==> src/rtl/core/dlq_pkg.sv <==
package dlq_pkg;

	localparam int NUM_TIMERS = 8;
	localparam int SLOT_W = $clog2(NUM_TIMERS);
	localparam int DELTA_W = 28;
	localparam int TOKEN_W = 16;
	localparam logic [DELTA_W-1:0] DELTA_MAX = {DELTA_W{1'b1}};

	typedef enum logic [1:0] {
		MODE_START  = 2'd0,
		MODE_STOP   = 2'd1,
		MODE_EXPIRE = 2'd2,
		MODE_NONE   = 2'd3
	} mode_t;

	typedef enum logic [1:0] {
		KIND_DISPATCH = 2'd0,
		KIND_PROGRAM  = 2'd1,
		KIND_STOP     = 2'd2,
		KIND_IDLE     = 2'd3
	} kind_t;

	typedef struct packed {
		mode_t               mode;
		logic [2:0]          timer_id;
		logic [31:0]         duration;
		logic [TOKEN_W-1:0]  event_token;
		logic [27:0]         elapsed;
	} req_t;

	typedef struct packed {
		kind_t               kind;
		logic [2:0]          expired_slot;
		logic [TOKEN_W-1:0]  token_out;
		logic [27:0]         head_delay;
		logic                last;
	} rsp_t;

	// one list entry; cell 0 is the head of the delta list
	typedef struct packed {
		logic                valid;
		logic [SLOT_W-1:0]   slot;
		logic [DELTA_W-1:0]  delta;
		logic [TOKEN_W-1:0]  token;
	} cell_t;

	typedef enum logic [1:0] {
		CMD_NOP = 2'd0,
		CMD_SHL = 2'd1,
		CMD_SHR = 2'd2,
		CMD_SUB = 2'd3
	} cmd_op_t;

	typedef struct packed {
		cmd_op_t             op;
		logic [SLOT_W-1:0]   pos;
		logic                add;
		cell_t               entry;
		logic [DELTA_W-1:0]  value;
	} cell_cmd_t;

	typedef enum logic [2:0] {
		ST_IDLE,
		ST_UNLINK,
		ST_START,
		ST_CONSUME,
		ST_WALK,
		ST_PROG,
		ST_FINISH
	} state_t;

endpackage

==> src/rtl/core/delta_list_timer_queue_core.sv <==
// Delta-list timer queue. Running timers sit in a row of cells in expiry order,
// cell 0 being the head; each cell holds its slot, token and the ticks past its
// predecessor. One transaction is accepted at a time on req and answered by one
// or more rsp transactions, the final one flagged by last. A stop unlinks the
// slot; an expiry retires the due timers from the head and then programs the
// new head delay; a start unlinks the slot and inserts directly into an empty
// list, otherwise retires the due timers, walks the list to the insert point,
// inserts and programs the head delay. The controller retires one dispatch per
// cycle while the output accepts and walks one cell per cycle to find the
// insert point. Output backpressure stalls the controller.
module delta_list_timer_queue_core (
	input  logic            clk,
	input  logic            arst_n,
	input  logic            req_valid,
	output logic            req_ready,
	input  dlq_pkg::req_t   req,
	output logic            rsp_valid,
	input  logic            rsp_ready,
	output dlq_pkg::rsp_t   rsp
);
	import dlq_pkg::*;

	cell_t     cells [NUM_TIMERS];
	cell_cmd_t cmd;

	for (genvar i = 0; i < NUM_TIMERS; i++) begin : g_cell
		cell_t lft, rgt;
		if (i == 0) begin : g_first
			assign lft = '0;
		end else begin : g_mid_l
			assign lft = cells[i-1];
		end
		if (i == NUM_TIMERS - 1) begin : g_last
			assign rgt = '0;
		end else begin : g_mid_r
			assign rgt = cells[i+1];
		end
		dlq_cell u_cell (
			.clk    (clk),
			.arst_n (arst_n),
			.idx    (SLOT_W'(i)),
			.cmd    (cmd),
			.left   (lft),
			.right  (rgt),
			.q      (cells[i])
		);
	end

	dlq_ctrl u_ctrl (
		.clk       (clk),
		.arst_n    (arst_n),
		.req_valid (req_valid),
		.req_ready (req_ready),
		.req       (req),
		.rsp_valid (rsp_valid),
		.rsp_ready (rsp_ready),
		.rsp       (rsp),
		.cells     (cells),
		.cmd       (cmd)
	);

endmodule

==> src/rtl/core/dlq_cell.sv <==
module dlq_cell (
	input  logic                      clk,
	input  logic                      arst_n,
	input  logic [dlq_pkg::SLOT_W-1:0] idx,
	input  dlq_pkg::cell_cmd_t        cmd,
	input  dlq_pkg::cell_t            left,
	input  dlq_pkg::cell_t            right,
	output dlq_pkg::cell_t            q
);
	import dlq_pkg::*;

	cell_t              nxt;
	cell_t              ent_q;
	logic               valid_q;
	logic [DELTA_W:0]   sum;

	assign q = '{valid: valid_q, slot: ent_q.slot, delta: ent_q.delta, token: ent_q.token};
	assign sum = {1'b0, right.delta} + {1'b0, ent_q.delta};

	always_comb begin
		nxt = q;
		unique case (cmd.op)
			CMD_NOP: begin
			end
			// remove at pos: cells from pos upward take their right neighbor
			CMD_SHL: begin
				if (idx >= cmd.pos) begin
					nxt = right;
					if (idx == cmd.pos && cmd.add && right.valid)
						nxt.delta = sum[DELTA_W] ? DELTA_MAX : sum[DELTA_W-1:0];
				end
			end
			// insert at pos: the displaced successor gives up the new delta
			CMD_SHR: begin
				if (idx == cmd.pos) begin
					nxt = cmd.entry;
				end else if (idx > cmd.pos) begin
					nxt = left;
					if ((idx - 1'b1) == cmd.pos && left.valid)
						nxt.delta = left.delta - cmd.entry.delta;
				end
			end
			CMD_SUB: begin
				if (idx == cmd.pos)
					nxt.delta = q.delta - cmd.value;
			end
			default: begin
			end
		endcase
	end

	always_ff @(posedge clk or negedge arst_n) begin
		if (!arst_n)
			valid_q <= 1'b0;
		else
			valid_q <= nxt.valid;
	end

	always_ff @(posedge clk) begin
		ent_q <= nxt;
	end

endmodule

==> src/rtl/core/dlq_ctrl.sv <==
module dlq_ctrl (
	input  logic                 clk,
	input  logic                 arst_n,
	input  logic                 req_valid,
	output logic                 req_ready,
	input  dlq_pkg::req_t        req,
	output logic                 rsp_valid,
	input  logic                 rsp_ready,
	output dlq_pkg::rsp_t        rsp,
	input  dlq_pkg::cell_t       cells [dlq_pkg::NUM_TIMERS],
	output dlq_pkg::cell_cmd_t   cmd
);
	import dlq_pkg::*;

	state_t              state_q, state_d;
	req_t                item_q;
	logic [DELTA_W-1:0]  t_q, rem_q, acc_q;
	logic [SLOT_W-1:0]   k_q;
	logic                emitted_q;
	rsp_t                rsp_q, rsp_d;
	logic                rsp_valid_q;

	logic                accept, can_emit, emit;
	logic                id_ok, op_slot, stop_cond, hit, rem_ge, walk_go;
	logic [SLOT_W-1:0]   id, hit_pos;
	logic [NUM_TIMERS-1:0] match, vld;
	cell_t               c0, c1, wc;
	logic [DELTA_W:0]    walk_sum;
	logic [31:0]         dur16;
	logic [DELTA_W-1:0]  t_scaled;

	assign req_ready = (state_q == ST_IDLE);
	assign accept    = req_valid && req_ready;
	assign rsp_valid = rsp_valid_q;
	assign rsp       = rsp_q;
	assign can_emit  = !rsp_valid_q || rsp_ready;

	assign dur16 = req.duration >> 4;
	always_comb begin
		if (dur16 == 32'd0)
			t_scaled = DELTA_W'(1);
		else if (dur16 > 32'(DELTA_MAX))
			t_scaled = DELTA_MAX;
		else
			t_scaled = DELTA_W'(dur16);
	end

	assign id      = SLOT_W'(item_q.timer_id);
	assign id_ok   = (32'(item_q.timer_id) < NUM_TIMERS);
	assign op_slot = id_ok && (item_q.mode == MODE_START || item_q.mode == MODE_STOP);
	assign c0      = cells[0];
	assign c1      = cells[1];
	assign wc      = cells[k_q];

	always_comb begin
		hit_pos = '0;
		for (int i = NUM_TIMERS - 1; i >= 0; i--) begin
			vld[i]   = cells[i].valid;
			match[i] = cells[i].valid && cells[i].slot == id;
			if (match[i])
				hit_pos = SLOT_W'(i);
		end
	end

	assign hit       = |match;
	assign stop_cond = c0.valid && c0.slot == id && !c1.valid;
	assign rem_ge    = c0.valid && rem_q >= c0.delta;
	assign walk_sum  = {1'b0, acc_q} + {1'b0, wc.delta};
	assign walk_go   = wc.valid && walk_sum <= {1'b0, t_q} &&
		k_q != SLOT_W'(NUM_TIMERS - 1);

	always_comb begin
		state_d = state_q;
		unique case (state_q)
			ST_IDLE:
				if (accept)
					state_d = ST_UNLINK;
			ST_UNLINK: begin
				if (op_slot) begin
					if (!(stop_cond && !can_emit)) begin
						if (item_q.mode == MODE_START)
							state_d = ST_START;
						else
							state_d = stop_cond ? ST_IDLE : ST_FINISH;
					end
				end else if (item_q.mode == MODE_EXPIRE) begin
					state_d = ST_CONSUME;
				end else begin
					state_d = ST_FINISH;
				end
			end
			ST_START:
				if (c0.valid)
					state_d = ST_CONSUME;
				else if (can_emit)
					state_d = ST_IDLE;
			ST_CONSUME:
				if (!rem_ge)
					state_d = (item_q.mode == MODE_START) ? ST_WALK : ST_PROG;
			ST_WALK:
				if (!walk_go)
					state_d = ST_PROG;
			ST_PROG:
				if (c0.valid) begin
					if (can_emit)
						state_d = ST_IDLE;
				end else begin
					state_d = emitted_q ? ST_IDLE : ST_FINISH;
				end
			ST_FINISH:
				if (can_emit)
					state_d = ST_IDLE;
			default:
				state_d = ST_IDLE;
		endcase
	end

	always_comb begin
		emit  = 1'b0;
		rsp_d = '{kind: KIND_IDLE, default: '0};
		cmd   = '{op: CMD_NOP, default: '0};
		unique case (state_q)
			ST_IDLE: begin
			end
			ST_UNLINK: begin
				if (op_slot && !(stop_cond && !can_emit)) begin
					if (stop_cond) begin
						emit       = 1'b1;
						rsp_d.kind = KIND_STOP;
						rsp_d.last = (item_q.mode == MODE_STOP);
					end
					if (hit) begin
						cmd.op  = CMD_SHL;
						cmd.pos = hit_pos;
						cmd.add = 1'b1;
					end
				end
			end
			ST_START: begin
				if (!c0.valid && can_emit) begin
					cmd.op           = CMD_SHR;
					cmd.entry        = '{valid: 1'b1, slot: id, delta: t_q,
						token: item_q.event_token};
					emit             = 1'b1;
					rsp_d.kind       = KIND_PROGRAM;
					rsp_d.head_delay = 28'(t_q);
					rsp_d.last       = 1'b1;
				end
			end
			ST_CONSUME: begin
				if (rem_ge) begin
					if (can_emit) begin
						emit               = 1'b1;
						rsp_d.kind         = KIND_DISPATCH;
						rsp_d.expired_slot = 3'(c0.slot);
						rsp_d.token_out    = c0.token;
						// final only when an expiry empties the list
						rsp_d.last         = (item_q.mode == MODE_EXPIRE) && !c1.valid;
						cmd.op             = CMD_SHL;
					end
				end else if (c0.valid) begin
					cmd.op    = CMD_SUB;
					cmd.value = rem_q;
				end
			end
			ST_WALK: begin
				if (!walk_go) begin
					cmd.op    = CMD_SHR;
					cmd.pos   = k_q;
					cmd.entry = '{valid: 1'b1, slot: id, delta: t_q - acc_q,
						token: item_q.event_token};
				end
			end
			ST_PROG: begin
				if (c0.valid && can_emit) begin
					emit             = 1'b1;
					rsp_d.kind       = KIND_PROGRAM;
					rsp_d.head_delay = 28'(c0.delta);
					rsp_d.last       = 1'b1;
				end
			end
			ST_FINISH: begin
				if (can_emit) begin
					emit       = 1'b1;
					rsp_d.last = 1'b1;
				end
			end
			default: begin
			end
		endcase
	end

	always_ff @(posedge clk or negedge arst_n) begin
		if (!arst_n) begin
			state_q     <= ST_IDLE;
			rsp_valid_q <= 1'b0;
			emitted_q   <= 1'b0;
			k_q         <= '0;
		end else begin
			state_q <= state_d;
			if (emit)
				rsp_valid_q <= 1'b1;
			else if (rsp_ready)
				rsp_valid_q <= 1'b0;
			if (accept) begin
				emitted_q <= 1'b0;
				k_q       <= '0;
			end else begin
				if (emit)
					emitted_q <= 1'b1;
				if (state_q == ST_WALK && walk_go)
					k_q <= k_q + 1'b1;
			end
		end
	end

	always_ff @(posedge clk) begin
		if (emit)
			rsp_q <= rsp_d;
		if (accept) begin
			item_q <= req;
			t_q    <= t_scaled;
			rem_q  <= req.elapsed;
			acc_q  <= '0;
		end else begin
			if (state_q == ST_CONSUME && rem_ge && can_emit)
				rem_q <= rem_q - c0.delta;
			if (state_q == ST_WALK && walk_go)
				acc_q <= walk_sum[DELTA_W-1:0];
		end
	end

`ifndef SYNTHESIS
	a_idle_is_last: assert property (@(posedge clk) disable iff (!arst_n)
		rsp_valid && rsp.kind == KIND_IDLE |-> rsp.last)
		else $error("idle result without last");
	a_no_cmd_idle: assert property (@(posedge clk) disable iff (!arst_n)
		state_q == ST_IDLE |-> cmd.op == CMD_NOP)
		else $error("cell command while idle");
	a_list_packed: assert property (@(posedge clk) disable iff (!arst_n)
		$onehot({1'b0, vld} + 1'b1))
		else $error("delta list has a gap");
	a_slot_unique: assert property (@(posedge clk) disable iff (!arst_n)
		state_q != ST_IDLE |-> $countones(match) <= 1)
		else $error("slot listed twice");
`endif

endmodule

==> config.mk <==
export PLATFORM = sky130hd
export DESIGN_NAME = delta_list_timer_queue_core
export DESIGN_NICKNAME = d
export VERILOG_FILES = /design/src/rtl/core/dlq_pkg.sv /design/src/rtl/core/delta_list_timer_queue_core.sv /design/src/rtl/core/dlq_cell.sv /design/src/rtl/core/dlq_ctrl.sv
export SDC_FILE = /design/constraint.sdc
export NUM_CORES = 2
export LEC_CHECK = 0
export ABC_AREA = 1
export ABC_CLOCK_PERIOD_IN_PS = 24300
export BUFFER_PORTS_ARGS = -buffer_cell sky130_fd_sc_hd__buf_4
export CORE_UTILIZATION = 46
export DETAILED_ROUTE_END_ITERATION = 10
export PLACE_DENSITY = 0.72
export SKIP_CTS_REPAIR_TIMING = 1
export SYNTH_ARGS = -nofsm -noshare
export SYNTH_HDL_FRONTEND = slang
export SYNTH_SLANG_ARGS = --single-unit
==> constraint.sdc <==
create_clock -name clk -period 24.3 [get_ports clk]
set_clock_uncertainty 0.1 [all_clocks]
set_input_delay 2.43 -clock clk [delete_from_list [all_inputs] [get_ports clk]]
set_output_delay 2.43 -clock clk [all_outputs]
set_load 0.005 [all_outputs]
==> impl_metrics.toml <==
[worst_hold_path]
hp-class = "flop to flop"
worstHoldEndpoint = "u_ctrl.acc_q[8]"
hp-start = "u_ctrl.acc_q[8]"
hold_path_depth = 2

[logic_synthesis]
synthCells = 10000
async_flop_share = 0.0293
ys_warn_count = 0
ys.flop_type = "edfxtp_1"
synth_cell_types = 65
ys_ff_latch = 547
synthesis.nets = 10900
yosysSeqAreaShare = 0.237
synth_area_leaders = "edfxtp_1 (22%), ha_1 (14%), nand2_1 (12%)"
synth.top_cell.area_share = 0.222
mappedNetlistArea_um2 = 67900
synth_top_area_cell = "edfxtp_1"
syn-mean-instance-area_um2 = 6.76
synth-edff-count = 503

[placement]
io_buffers = 132
finalWeightedCongestion = 1.09
hpwl_um = 256000

[critical_path]
cp_max_fo = 61
arrival_ns = 13.87
cp-start-kind = "flop"
r2r_slack_ns = 10.79
critPathCaptureType = "flop"
critPathMostFrequentCell = "nand2_1"
critPathSlowestCell = "o22ai_1"
r2r_end = "g_cell[3].u_cell.q[43]"
r2r_start = "u_ctrl.k_q[0]"
critPathMaxStageDelay_ns = 0.76
crit_type = "flop to flop"
required_ns = 24.66
ff2ff_path_depth = 51

[die]
fp.dieH_um = 386
io_pins = 137
core_um2 = 146000
die_area_um2 = 149000
die_x_um = 386
start_util = 0.465
fp-row-count = 140

[cells_and_area]
area_growth_pct = 8.47
layout.nets = 10900
drive_gt1_frac = 0.0580
final_common_cell = "nand2_1"
final_cell_mix = "nand2_1 (2,087), a21oi_1 (1,430), inv_1 (1,083)"

[global_route]
antenna_found_initial = 19
overflow = 0
grt_usage = 0.419
grt_pass1_wl_um = 458000
grt_pass1_vias = 72300
grt_max_degree = 139

[detailed_routing]
drc = 0
wl_met3_um = 28200
dr.max_layer_used = "met5"
routed_wl_um = 320000
firstDrtPassIters = 8
wl_met1_um = 113000
wl_met2_um = 149000
routed_via_density = 6.20
vias = 74600
final_antenna_net_count = 0
post_drt_wl_per_cell_um = 26.6
drt_iter0_drc = 7155

[timing]
slew_headroom = 0.0903
hold_viol = 0
setup_viol = 0
min_period_ns = 13.51
tightest_slew_ns = 1.36
finalCritPeriodShare = 0.556
max_freq_ghz = 0.0740
rsz0062_at_grt = "false"
tns_ns = 0
drv_slew = 0

[clocking]
htreeDepth = 3
clock_latency_ns = 0.74
cts.reportedPaths.clkPinSlew_ns = 0.06
cts.sinks = 547
cts_root_buf = "clkbuf_16"
tritoncts = "done"
numCtsBuffers = 77
cts_buffer_depth = 3

[status]
run_status = "completed"

[run]
cap_viol_max_count = 0
[metrics by stage]
stage	area (um2)	setup WS (ns)	utilization	hold WS, ns	std cells
final	73700	10.79	0.504	0.386	12000
after global routing	73700	10.25	0.504	0.416	12000
after CTS	73600	11.02	0.504	0.389	12000
after detailed placement	71000	11.07	0.486	0.380	11900
after global placement	71000	11.18	0.486	0.376	11900
after floorplan	67900	15.30	-	0.354	10000
[synthesized netlist by cell type (15+ instances only)]
master / count
a211oi_1: 42
a211oi_2: 19
a21o_1: 67
a21oi_1: 1437
a221oi_1: 20
a31oi_1: 92
buf_1: 39
buf_2: 77
clkbuf_1: 230
dfrtp_1: 16
dfxtp_1: 28
edfxtp_1: 503
fa_1: 25
ha_1: 746
inv_1: 1090
inv_2: 15
nand2_1: 2091
nand3_1: 635
nand4_1: 144
nor2_1: 648
nor3_1: 73
nor4_1: 47
o211ai_1: 70
o21a_1: 30
o21ai_0: 1041
o21ai_1: 77
o21bai_1: 67
o22ai_1: 52
or2_2: 80
xnor2_1: 161
xor2_1: 235
[sequential cells by signal (all words and copies together) (netlist names)]
name,cells
u_ctrl.item_q,18
u_ctrl.k_q,3
u_ctrl.emitted_q,1
u_ctrl.rsp,50
g_cell.u_cell.q,376
u_ctrl.state_q,3
u_ctrl.rsp_valid,1
u_ctrl.t_q,28
u_ctrl.acc_q,28
u_ctrl.rem_q,28
g_cell.u_cell.valid_q,8
u_ctrl.id,3
[routing by layer]
metal,vias to the layer above,GRT usage
li1,34900,-
met1,35000,0.451
met2,3754,0.702
met3,904,0.0890
met4,10,0.354
met5,-,0
[cells by family after synthesis]
logic type               count (synthesis)  share of synthesized area
AO/OA/AOI/OAI                         3078                      0.246
XOR/XNOR                               396                     0.0511
adder cells (fa/ha/maj)                771                      0.145
buffers and inverters                 1479                     0.0853
flip-flops                             547                      0.237
AND/OR/NAND/NOR                       3772                      0.236
[worst max path at each step]
stage                                  end  slack [ns]  cells after the start          start
finish              g_cell[3].u_cell.q[43]       10.79                     51  u_ctrl.k_q[0]
global route        g_cell[5].u_cell.q[41]       10.25                     48  u_ctrl.k_q[0]
CTS                 g_cell[5].u_cell.q[41]       11.02                     49  u_ctrl.k_q[0]
detailed placement  g_cell[5].u_cell.q[41]       11.07                     48  u_ctrl.k_q[0]
global placement    g_cell[5].u_cell.q[41]       11.18                     48  u_ctrl.k_q[0]
floorplan           g_cell[6].u_cell.q[16]       15.30                     40  u_ctrl.k_q[0]
[cell type report]
| class | instances | area [um2] |
|---|---|---|
| clock inverters | 41 | 543 |
| flip-flops and latches | 547 | 16100 |
| multi-input cells | 8017 | 46300 |
| inverters | 1108 | 4180 |
| fillers | 14700 | 72400 |
| diodes | 10 | 25.0 |
| well taps | 1917 | 2400 |
| repair buffers | 280 | 2130 |
| clock buffers | 101 | 2070 |
[critical path, delay by kind of cell (launching register included)]
family          cells  cell delay, ns
compound gates     14            4.68
xor+xnor            1            0.22
fa+ha+maj           3            1.32
buf+inv            10            2.80
flops               1            0.44
simple gates       23            3.55
Power is left out: the tool's default activity adds up to more than one toggle a clock period on the data nets, which glitch-free logic cannot reach.
